`config.mk`:
```
export PLATFORM = sky130hd
export DESIGN_NAME = colon_record_field_parser
export DESIGN_NICKNAME = d
export VERILOG_FILES = /design/src/crfp_pkg.sv /design/src/crfp_core.sv /design/src/colon_record_field_parser.sv
export SDC_FILE = /design/constraint.sdc
export NUM_CORES = 1
export LEC_CHECK = 0
export ABC_AREA = 0
export ABC_CLOCK_PERIOD_IN_PS = 3240
export BUFFER_PORTS_ARGS = -buffer_cell sky130_fd_sc_hd__buf_2
export CAP_MARGIN = 20
export CORE_ASPECT_RATIO = 2
export CORE_MARGIN = 2
export CORE_UTILIZATION = 35
export DETAILED_ROUTE_END_ITERATION = 10
export GPL_TIMING_DRIVEN = 0
export PLACE_DENSITY_LB_ADDON = 0.1
export SYNTH_ARGS = -nofsm -noshare
export SYNTH_HDL_FRONTEND = slang
export SYNTH_SLANG_ARGS = --single-unit
```
`constraint.sdc`:
```
create_clock -name clk -period 3.24 [get_ports clk]
set_clock_uncertainty 0.1 [all_clocks]
set_input_delay 0.486 -clock clk [delete_from_list [all_inputs] [get_ports clk]]
set_output_delay 0.486 -clock clk [all_outputs]
set_load 0.01 [all_outputs]
```
`src/crfp_pkg.sv`:
```
package crfp_pkg;

    localparam int unsigned ID_W = 31;

    typedef logic [1:0] kind_t;

    localparam kind_t KIND_NAME    = 2'd0;
    localparam kind_t KIND_HASH    = 2'd1;
    localparam kind_t KIND_SUMMARY = 2'd2;

    localparam logic [7:0] CHAR_COLON = 8'h3a;
    localparam logic [7:0] CHAR_ZERO  = 8'h30;
    localparam logic [7:0] CHAR_NINE  = 8'h39;
    localparam logic [7:0] CHAR_NUL   = 8'h00;

    localparam logic [3:0] DEC_BASE = 4'd10;

    localparam logic [ID_W-1:0] ID_MAX = {ID_W{1'b1}};

    typedef struct packed {
        logic            has;
        kind_t           kind;
        logic [7:0]      field_byte;
        logic            ok;
        logic [ID_W-1:0] user_id;
    } result_t;

endpackage

```
`src/crfp_core.sv`:
```
module crfp_core
    import crfp_pkg::*;
#(
    parameter int unsigned NAME_LIMIT = 64,
    parameter int unsigned HASH_LIMIT = 64
)
(
    input  logic       clk,
    input  logic       rst_n,
    input  logic       step,
    input  logic [7:0] data_byte,
    input  logic       line_end,
    output result_t    res
);

    localparam int unsigned LIM_MAX = (NAME_LIMIT > HASH_LIMIT) ? NAME_LIMIT : HASH_LIMIT;
    localparam int unsigned CNT_W   = $clog2(LIM_MAX);
    localparam int unsigned CMP_W   = CNT_W + 1;
    localparam int unsigned WIDE_W  = ID_W + 4;

    typedef enum logic [2:0] {
        PH_NAME,
        PH_HASH,
        PH_ID,
        PH_REST,
        PH_FAIL
    } phase_t;

    phase_t            phase_reg,     phase_next;
    logic [CNT_W-1:0]  count_reg,     count_next;
    logic [ID_W-1:0]   id_reg,        id_next;
    logic              digit_reg,     digit_next;
    logic              nonempty_reg,  nonempty_next;

    logic [CMP_W-1:0]  limit;
    logic [CMP_W-1:0]  count_inc;
    logic [WIDE_W-1:0] id_wide;
    logic [3:0]        digit_val;
    logic              is_digit;
    logic              summary_ok;

    assign limit = (phase_reg == PH_NAME) ? CMP_W'(NAME_LIMIT) : CMP_W'(HASH_LIMIT);
    assign count_inc = {1'b0, count_reg} + CMP_W'(1);

    assign is_digit  = (data_byte >= CHAR_ZERO) && (data_byte <= CHAR_NINE);
    assign digit_val = 4'(data_byte - CHAR_ZERO);

    // id * 10 + digit as shifts and adds
    assign id_wide = ({4'b0, id_reg} << 3) + ({4'b0, id_reg} << 1)
                   + {{(WIDE_W-4){1'b0}}, digit_val};

    assign summary_ok = nonempty_reg && digit_reg
                      && (phase_reg == PH_ID || phase_reg == PH_REST);

    always_comb
    begin
        phase_next    = phase_reg;
        count_next    = count_reg;
        id_next       = id_reg;
        digit_next    = digit_reg;
        nonempty_next = nonempty_reg;
        res           = '0;

        if (line_end)
        begin
            res.has       = 1'b1;
            res.kind      = KIND_SUMMARY;
            res.ok        = summary_ok;
            res.user_id   = summary_ok ? id_reg : '0;
            phase_next    = PH_NAME;
            count_next    = '0;
            id_next       = '0;
            digit_next    = 1'b0;
            nonempty_next = 1'b0;
        end
        else
        begin
            unique case (phase_reg)
                PH_NAME, PH_HASH:
                begin
                    if (data_byte == CHAR_NUL)
                    begin
                        phase_next = PH_FAIL;
                    end
                    else
                    begin
                        nonempty_next = 1'b1;
                        if (data_byte == CHAR_COLON)
                        begin
                            phase_next = (phase_reg == PH_NAME) ? PH_HASH : PH_ID;
                            count_next = '0;
                        end
                        else if (count_inc < limit)
                        begin
                            count_next     = count_inc[CNT_W-1:0];
                            res.has        = 1'b1;
                            res.kind       = (phase_reg == PH_NAME) ? KIND_NAME : KIND_HASH;
                            res.field_byte = data_byte;
                        end
                        else
                        begin
                            phase_next = PH_FAIL;
                        end
                    end
                end
                PH_ID:
                begin
                    if (data_byte == CHAR_NUL)
                    begin
                        phase_next = PH_REST;
                    end
                    else
                    begin
                        nonempty_next = 1'b1;
                        if (is_digit)
                        begin
                            digit_next = 1'b1;
                            id_next    = (id_wide > {4'b0, ID_MAX}) ? ID_MAX
                                                                    : id_wide[ID_W-1:0];
                        end
                        else
                        begin
                            phase_next = PH_REST;
                        end
                    end
                end
                PH_REST, PH_FAIL:
                begin
                    phase_next = phase_reg;
                end
                default:
                begin
                    phase_next = phase_reg;
                end
            endcase
        end
    end

    always_ff @(posedge clk or negedge rst_n)
    begin
        if (!rst_n)
        begin
            phase_reg    <= PH_NAME;
            count_reg    <= '0;
            id_reg       <= '0;
            digit_reg    <= 1'b0;
            nonempty_reg <= 1'b0;
        end
        else if (step)
        begin
            phase_reg    <= phase_next;
            count_reg    <= count_next;
            id_reg       <= id_next;
            digit_reg    <= digit_next;
            nonempty_reg <= nonempty_next;
        end
    end

endmodule

```
`src/colon_record_field_parser.sv`:
```
// Parser for one text record per line of the form name:hash:id[:rest], fed one
// byte word per cycle while in_stall is low, with line_end marking the end of a
// line. Name and hash characters come out as kind 0 and kind 1 words as they
// arrive; line_end gives one kind 2 summary with record_ok and the decimal id
// (saturated at 2^31-1). It takes one word every cycle unless stalled: an
// input register feeds a single pass of per-byte logic into a result register,
// so a word's result is written there as the word leaves the input register;
// in_stall rises only while the result register is full and out_stall holds it.
module colon_record_field_parser
    import crfp_pkg::*;
#(
    parameter int unsigned NAME_LIMIT = 64,
    parameter int unsigned HASH_LIMIT = 64
)
(
    input  logic            clk,
    input  logic            rst_n,
    input  logic            in_valid,
    output logic            in_stall,
    input  logic [7:0]      data_byte,
    input  logic            line_end,
    output logic            out_valid,
    input  logic            out_stall,
    output kind_t           result_kind,
    output logic [7:0]      field_byte,
    output logic            record_ok,
    output logic [ID_W-1:0] user_id
);

    logic            s1_valid_reg;
    logic [7:0]      s1_data_reg;
    logic            s1_eol_reg;

    logic            out_valid_reg;
    kind_t           kind_reg;
    logic [7:0]      byte_reg;
    logic            ok_reg;
    logic [ID_W-1:0] id_reg;

    logic            advance;
    logic            step;
    result_t         res;

    assign advance  = !out_valid_reg || !out_stall;
    assign step     = s1_valid_reg && advance;
    assign in_stall = s1_valid_reg && !advance;

    crfp_core #(
        .NAME_LIMIT (NAME_LIMIT),
        .HASH_LIMIT (HASH_LIMIT)
    ) u_core (
        .clk       (clk),
        .rst_n     (rst_n),
        .step      (step),
        .data_byte (s1_data_reg),
        .line_end  (s1_eol_reg),
        .res       (res)
    );

    always_ff @(posedge clk or negedge rst_n)
    begin
        if (!rst_n)
        begin
            s1_valid_reg  <= 1'b0;
            out_valid_reg <= 1'b0;
        end
        else
        begin
            if (!in_stall)
            begin
                s1_valid_reg <= in_valid;
            end
            if (advance)
            begin
                out_valid_reg <= step && res.has;
            end
        end
    end

    always_ff @(posedge clk)
    begin
        if (in_valid && !in_stall)
        begin
            s1_data_reg <= data_byte;
            s1_eol_reg  <= line_end;
        end
        if (step && res.has)
        begin
            kind_reg <= res.kind;
            byte_reg <= res.field_byte;
            ok_reg   <= res.ok;
            id_reg   <= res.user_id;
        end
    end

    assign out_valid   = out_valid_reg;
    assign result_kind = kind_reg;
    assign field_byte  = byte_reg;
    assign record_ok   = ok_reg;
    assign user_id     = id_reg;

endmodule
```
Yosys cells after proc, flatten, opt, wreduce, memory -nomap -nowiden
Index checks and enable logic that the tools add are counted.
{ "totals": {"reg_bits": 95, "latch_bits": 0, "ram_bits": 0, "rom_bits": 0, "inputBits": 13, "output_inout_bits": 44, "wordCells": 91, "mem_count": 0} }
{ "op_classes": {"addsub": 4, "n_mul": 0, "div_mod_pow": 0, "n_lt_le_gt_ge": 4, "eq_ne": 7, "n_shift": 0, "mux": 31, "bitwise_logic": 2, "reduce_logical": 29} }
{ "ops": {"columns": ["op", "n"], "rows": [
  ["$mux W31", 5],
  ["$mux W11", 4],
  ["$add A34 B32 Y35", 1],
  ["$add A35 B4 Y35", 1],
  ["$gt A35 B31 Y1 const B", 1],
  ["$mux W6", 5],
  ["$mux W3", 7],
  ["$reduce_and A4 Y1", 3],
  ["$eq A8 B6 Y1 const B", 1],
  ["$ge A8 B6 Y1 const B", 1],
  ["$le A8 B6 Y1 const B", 1],
  ["$logic_not A8 Y1", 1],
  ["$mux W1", 8],
  ["$reduce_bool A2 Y1", 4],
  ["$add A6 B1 Y7 const B", 1],
  ["$logic_and A1 B1 Y1", 7],
  ["$lt A7 B7 Y1 const B", 1],
  ["$eq A3 B2 Y1 const B", 2],
  ["$pmux W3 S2", 1],
  ["$reduce_bool A3 Y1", 2],
  ["$ne A5 B3 Y1 const B", 1],
  ["$reduce_or A5 Y1", 1],
  ["$logic_not A1 Y1", 4],
  ["$ne A4 B4 Y1 const B", 1],
  ["11 further kinds", 13]
]} }

Longest topological paths before layout
Gate-level depths: netlist of the first run.
{ "logic_depth": {"depth_word": 8, "mapped_depth": 13, "depth_no_buf": 12} }

Cells and area by module
From an unflattened synthesis of the first run, not the netlist that was laid out.
{ "unflattened": {"hier_cells": 594, "area_unflattened_um2": 6052.1} }
{ "by_module_without_submodules": {"columns": ["mod", "instances", "cells_each", "area_per_inst_um2", "seq_area_each_um2"], "rows": [
  ["crfp_core", 1, 532, 4421.7, 1051.0],
  ["colon_record_field_parser", 1, 62, 1630.3, 1581.5]
]} }

Worst setup path before layout of the first run
Ideal clock, no wire load.
{ "synth_timing": {"path_type": "flip-flop to flip-flop", "start": "register s1_data_reg[3]", "end": "register u_core.id_reg[3]", "setup_ns": 0.130, "arrival_ns": 3.010, "required_time_ns": 3.010, "path_slack_ns": -0.001, "path_stages_with_launch": 14, "path_buffers": 1, "synth_period_minus_slack_ns": 3.241, "path_cell_list": "edfxtp_1 > inv_1 > fa_1 > inv_1 > ha_1 > a211oi_2 > nor3_2 > o2111ai_2 > a2111o_1 > a21oi_2 > o22ai_2 > a22oi_4 > buf_6 > o211ai_1"} }
{ "synth_between": {"elab_chain_cells": 8, "elab_cells_between_ends": 15, "classes_between": "2 x add/sub; 3 x order compare; 1 x eq/ne; 5 x mux; 4 x reduce/logical"} }
{ "synth_lines": {"columns": ["element", "line_no", "source"], "rows": [
  ["start: declaration", "colon_record_field_parser.sv:31", "logic [7:0] s1_data_reg;"],
  ["start signal: assignment", "colon_record_field_parser.sv:84", "s1_data_reg <= data_byte;"],
  ["$sub A4 B1 Y4", "crfp_core.sv:46", "assign digit_val = 4'(data_byte - CHAR_ZERO);"],
  ["$add A35 B4 Y35", "crfp_core.sv:50", "+ {{(WIDE_W-4){1'b0}}, digit_val};"],
  ["$gt A35 B31 Y1", "crfp_core.sv:118", "id_next = (id_wide > {4'b0, ID_MAX}) ? ID_MAX"],
  ["$mux W31", "crfp_core.sv:118", null],
  ["$mux W31", "crfp_core.sv:115", "if (is_digit)"],
  ["$mux W31", "crfp_core.sv:108", "if (data_byte == CHAR_NUL)"],
  ["$mux W31", "crfp_core.sv:78", "unique case (phase_reg)"],
  ["$mux W31", "crfp_core.sv:64", "if (line_end)"],
  ["end signal: assignment", "crfp_core.sv:153", "id_reg <= id_next;"],
  ["end: declaration", "crfp_core.sv:31", "logic [ID_W-1:0] id_reg, id_next;"]
]} }
Several ways; a longest one is shown, not always the timed one. The select of a mux whose other input is x is not followed.
A chain may end at the register's enable or synchronous reset.

Worst setup path in the final report of the first run
{ "layout_timing": {"start": "register s1_data_reg[3]", "end": "register u_core.id_reg[22]"} }
Same word-level chain as after synthesis.

==> results.py, run 1 <==
metrics = {
    "run_status": {
        "status": "complete, but fails checks",
        "violations": "setup timing",
    },
    "global_route": {
        "grt_max_degree": 28,
        "grt_pass1_vias": 4815,
        "antenna_found_initial": 0,
        "track_usage": 0.168,
        "grt_pass1_wl_um": 24800,
        "overflow": 0,
    },
    "clocking": {
        "cts_buffer_depth": 2,
        "cts_tree": "built",
        "clk_pin_slew_ps": 80,
        "insertion_delay_ps": 360,
        "cts-root-buf": "clkbuf_16",
        "h-tree-depth": 3,
        "cts_made_buffers": 9,
        "cts.sinks": 95,
    },
    "sta": {
        "finalCriticalPeriod_ps": 3330,
        "slew_violations": 0,
        "worst_pin_slew_ps": 686,
        "max_slew_margin": 0.539,
        "hold_violations": 0,
        "finalCritPeriodShare": 1.03,
        "setup_violations": 30,
        "finalWorstSetupSlack_ps": -92.4,
        "rsz0062_at_grt": "yes",
        "clock.fmax_mhz": 300,
    },
    "placement": {
        "dp.cells": 871,
        "gp_congestion": 0.840,
        "place_hpwl_um": 11600,
        "io_buffers": 56,
    },
    "route": {
        "drtAntennaViolNets": 0,
        "wl_um": 15200,
        "vias_per_cell": 5.27,
        "via_count": 4718,
        "wire_per_inst_um": 17.0,
        "route.detailed.drc": 0,
        "drtIter0Drc": 180,
        "first_pass_iters": 4,
    },
    "worst_setup_path": {
        "r2r_start": "s1_data_reg[3]",
        "worst_setup_path_end_kind": "flop",
        "crit_type": "flop to flop",
        "reg2reg_to": "u_core.id_reg[22]",
        "r2r_setup_slack_ps": -90,
        "critPathArrivalTime_ps": 3460,
        "cp-start-kind": "flop",
        "crit_fanout": 5,
        "critPathRequiredTime_ps": 3370,
        "reg2reg_depth": 13,
    },
    "synth": {
        "synth_edf_count": 51,
        "syn_nets": 680,
        "synth_ff_type": "edfxtp_1",
        "synth-seq-cells": 95,
        "syn_area_sq_mm": 0.00608,
        "ys_seq_area_frac": 0.433,
        "yosysWarnings": 0,
        "syn_avg_cell_area_sq_um": 10.1,
        "async_flop_share": 0.463,
        "yosysUniqueCellTypes": 67,
        "synth_cells": 603,
    },
    "final_layout": {
        "final_cell_count_no_fill": 896,
        "final_cell_mix": "nand2_1, buf_2, ha_1",
        "multi_input_area_sq_mm": 0.00333,
        "seq_area_sq_mm": 0.00263,
        "layout_commonest_cell": "nand2_1",
        "area_growth_pct": 17.3,
        "diodes": 0,
        "drive_gt1_frac": 0.184,
        "fillerInstances": 1713,
        "nets": 758,
    },
    "hold_path": {
        "min_to": "s1_data_reg[1]",
        "min_path_type": "input pin to flop",
        "holdPathStages": 1,
        "min-delay-start": "data_byte[1]",
    },
    "pwr": {
        "swShare": 0.291,
        "p_per_area_mw_per_mm2": 426,
        "power_uw": 3040,
        "intPower_uw": 2150,
        "combPwrFrac": 0.148,
        "power_frac_clock": 0.360,
        "power_frac_seq": 0.492,
        "p_sw_uw": 883,
        "ir_drop_v": 0.000247,
        "power_leakage_uw": 0.00336,
    },
    "floorplanning": {
        "fp.coreArea_sq_mm": 0.0171,
        "num_rows": 68,
        "dieArea_sq_mm": 0.0185,
        "io_pins": 57,
        "dieHeight_um": 190,
        "start_util": 0.356,
        "die_x_um": 97.2,
    },
    "flow_run": {
        "maxCapViolations": 0,
    },
}
what timing repair did:
action,CTS,global route
setup buffers,7,3
cloned,1,0
hold buffers,1,0
hold endpoints to repair,4,0
resized for setup,10,10
pin swaps,16,13
endpoints found under the setup margin,31,31
cells in the mapped netlist, drive strengths merged, types with 2 or more instances:
cell,count,share of area
a32oi,2,0.0029
inv,17,0.010
fa,2,0.0066
o31a,4,0.0058
xnor2,19,0.027
clkbuf,20,0.013
o22ai,2,0.0031
and3,4,0.0041
o21bai,2,0.0025
and2,39,0.040
nor2,30,0.019
a211oi,8,0.012
o31ai,4,0.0049
and4,2,0.0029
a21oi,44,0.037
a21o,9,0.011
o221ai,2,0.0029
o2111ai,2,0.0039
o21ai,34,0.028
ha,62,0.13
a21boi,2,0.0025
xor2,5,0.0072
nand2,74,0.046
nand3,10,0.0082
nand2b,7,0.0072
dfrtp,44,0.18
or2,3,0.0031
edfxtp,51,0.25
nand4,11,0.012
buf,8,0.011
a31oi,2,0.0021
or4,2,0.0031
o21a,6,0.0074
a22oi,26,0.034
or3,3,0.0031
o211ai,12,0.015
nor3,13,0.013
layer usage:
layer,wire length (um),up-vias,global-route usage
met5,0,-,0
met4,234,0,0.0569
met3,312,14,0.0202
met2,7870,63,0.302
met1,6790,2261,0.206
li1,-,2380,-
power by group through the flow:
stage / combinational (uW) / clock [uW] / sequential (uW)
6_report: 448 / 1090 / 1490
5_1_grt: 504 / 1170 / 1510
4_1_cts: 459 / 1140 / 1500
3_5_place_dp: 451 / 0 / 1520
3_3_place_gp: 431 / 0 / 1530
2_1_floorplan: 194 / 0 / 1570
worst max-delay path: stages, from the launching register on:
cell and delay [ps]:
edfxtp_1 410, inv_1 90, fa_2 470, fa_2 410, nand2b_4 170, a21oi_4 140, o211ai_1 120, buf_4 160
a31oi_2 240, o31a_1 240, o211ai_1 150, a22oi_4 250, buf_6 170, o211ai_1 100
worst max path at each step:
stage                     slack [ps]  cells after the start                end        startpoint
final                            -90                     13  u_core.id_reg[22]    s1_data_reg[3]
after CTS                       -180                     13  u_core.id_reg[22]  u_core.id_reg[2]
after floorplan                   20                     13   u_core.id_reg[3]    s1_data_reg[3]
after detailed placement        -460                     12  u_core.id_reg[22]    s1_data_reg[3]
after global placement          -420                     12  u_core.id_reg[24]    s1_data_reg[3]
after global routing            -230                     13  u_core.id_reg[22]  u_core.id_reg[0]
final cells by class:
type	instances	share of cell area
clock buffer	9	0.0316
sequential	95	0.369
inverter	17	0.00895
clock inverter	7	0.0107
timing repair buffer	70	0.0579
tap	210	0.0368
multi-input combinational	463	0.467
buffer	25	0.0182
metrics by stage:
step	cell area [sq um]	setup WS, ps	TNS [ps]	utilization	hold WS (ps)
after floorplan	6080	16.7	0	-	90.4
after global placement	6620	-423	-21090	0.387	373
after detailed placement	6660	-463	-12290	0.390	382
after CTS	7080	-183	-4500	0.414	188
after global routing	7130	-226	-6220	0.417	199
final	7130	-92.4	-1710	0.417	201
logic make-up (layout without fill, tap and decap cells):
family          Yosys count  in the layout  synth area share
fa+ha+maj                64             64             0.134
flops                    95             95             0.433
compound gates          171            171             0.193
simple gates            202            202             0.168
buf+inv                  45            128            0.0338
xor+xnor                 24             24            0.0346
mux                       2              2           0.00350
No activity file was read; power rests on OpenSTA's default activity.
==> run 2: changes to the inputs <==
Settings changed: CORE_UTILIZATION 35 to 39.
==> run 2 against run 1 <==
Compared with the run above:
- the run ends with hold timing, setup timing left
- die area down 9.9%
- first-iteration DRC count rose by 11%
- critical path type unchanged
- count of clock-buffer cells in the layout increased by 1
- worst hold slack got worse by 210 ps
- critical path depth did not move
- highest routed layer unchanged
- sequential cell count did not move
- clock power is essentially flat
- setup slack worse by 8.6 ps
- final area shrank 0.26%
- sequential share of layout area grew 0.097 points
- largest power group unchanged
==> results.py, run 2 (synthesis gave the netlist of run 1 again) <==
metrics = {
    "run_status": {
        "status": "complete, but fails checks",
        "violations": "hold timing, setup timing",
    },
    "final_layout": {
        "final_cell_mix": "nand2_1, buf_2, ha_1",
        "nets": 758,
        "drive_gt1_frac": 0.182,
        "diodes": 0,
        "area_growth_pct": 17.0,
        "layout_commonest_cell": "nand2_1",
    },
    "clocking": {
        "cts_made_buffers": 9,
        "insertion_delay_ps": 360,
        "cts-root-buf": "clkbuf_16",
        "clk_pin_slew_ps": 70,
        "h-tree-depth": 3,
        "cts.sinks": 95,
        "cts_buffer_depth": 2,
        "cts_tree": "built",
    },
    "worst_setup_path": {
        "cp-start-kind": "flop",
        "critPathArrivalTime_ps": 3470,
        "crit_type": "flop to flop",
        "crit_fanout": 5,
        "worst_setup_path_end_kind": "flop",
        "critPathRequiredTime_ps": 3370,
        "worstSetupStartpoint": "u_core.id_reg[2]",
        "r2r_start": "u_core.id_reg[2]",
    },
    "sta": {
        "slew_violations": 0,
        "finalCritPeriodShare": 1.03,
        "timing.hold.ws_ps": -8.73,
        "setup_violations": 31,
        "rsz0062_at_grt": "yes",
        "worst_pin_slew_ps": 845,
        "hold_violations": 5,
        "clock.fmax_mhz": 299,
        "finalCriticalPeriod_ps": 3340,
        "max_slew_margin": 0.432,
        "finalWorstSetupSlack_ps": -101,
    },
    "floorplanning": {
        "io_pins": 57,
        "dieHeight_um": 181,
        "dieArea_sq_mm": 0.0167,
        "start_util": 0.397,
        "num_rows": 64,
        "die_x_um": 92.3,
        "fp.coreArea_sq_mm": 0.0153,
    },
    "route": {
        "drtAntennaViolNets": 0,
        "route.detailed.drc": 0,
        "via_count": 4809,
        "drtIter0Drc": 199,
        "wire_per_inst_um": 17.8,
        "wl_um": 15800,
        "first_pass_iters": 4,
        "vias_per_cell": 5.44,
    },
    "placement": {
        "place_hpwl_um": 12100,
        "gp_congestion": 0.893,
        "io_buffers": 56,
        "dpl_worst_slack_ps": -401,
    },
    "global_route": {
        "busiest_layer": "met2",
        "grt_pass1_wl_um": 25500,
        "grtUsageMet3": 0.0263,
        "grt_max_degree": 27,
        "grt_pass1_vias": 5058,
        "use_met1": 0.191,
        "overflow": 0,
        "track_usage": 0.198,
        "use_met2": 0.382,
        "antenna_found_initial": 0,
    },
    "pwr": {
        "power_uw": 3050,
        "power_leakage_uw": 0.00335,
        "ir_drop_v": 0.000380,
        "p_per_area_mw_per_mm2": 429,
    },
    "flow_run": {
        "maxCapViolations": 0,
    },
    "hold_path": {
        "min_path_type": "input pin to async pin",
    },
}
## run 2: changes by cell type in the layout (fill, tap and decap cells not counted), sizes merged
cell	previous run	this run
clkinv	3	0
clkbuf	26	30
buf	77	75
dlygate4sd3	1	0
inv	21	22
bufinv	0	1
## run 2: metal layers
metal  wire [um]  vias to the layer above
met5           0                        -
met4         892                        0
li1            -                     2383
met1        5530                     2267
met3         541                       46
met2        8800                      113
## run 2: repair_timing
item                                    CTS  global route
endpoints found under the setup margin   31            31
pin swaps                                12            12
gates cloned                              1             0
buffers inserted                          4             4
hold buffers                              0             0
gates resized for setup                  10            12
## run 2: cell type report
type                            instances  area (sq um)
Fill cell                            1478          8180
Multi-Input combinational cell        463          3330
Sequential cell                        95          2630
Timing Repair Buffer                   67           388
Tap cell                              198           248
Clock buffer                           10           229
Buffer                                 28           145
Clock inverter                          6          73.8
Inverter                               17          63.8
## run 2: critical path, cell delays in order (launching register included)
cell      delay (ps)
dfrtp_1          390
inv_2             60
fa_2             600
inv_2             50
ha_4             220
a211oi_4         270
nor3_4            70
or3b_4           380
a21o_1           170
a211oi_2         200
o22ai_2          140
a22oi_4          270
buf_6            180
o211ai_1          90
## run 2: power by group
part	total [uW]	internal [uW]	switching, uW
Combinational	451	160	291
Clock	1100	613	492
Sequential	1490	1440	48.9
Total	3050	2220	831
## run 2: worst paths after layout
check | to | slack (ps) | cells after the start
hold reg to reg | u_core.digit_reg | 390 | 2
max in group asynchronous | u_core.id_reg[9] | 2510 | 2
hold / removal | u_core.id_reg[26] | -9 | 1
setup / recovery | u_core.id_reg[27] | -100 | 13
setup reg to reg | u_core.id_reg[27] | -100 | 13
min in group clk | s1_eol_reg | 200 | 1
## run 2: stage by stage
stage | util | TNS, ps | instance area [sq um] | cells
2_1_floorplan | - | 0 | 6080 | 603
3_3_place_gp | 0.432 | -14460 | 6610 | 857
3_5_place_dp | 0.435 | -10730 | 6650 | 859
4_1_cts | 0.460 | -6380 | 7040 | 880
5_1_grt | 0.465 | -7070 | 7110 | 884
6_report | 0.465 | -2580 | 7110 | 884
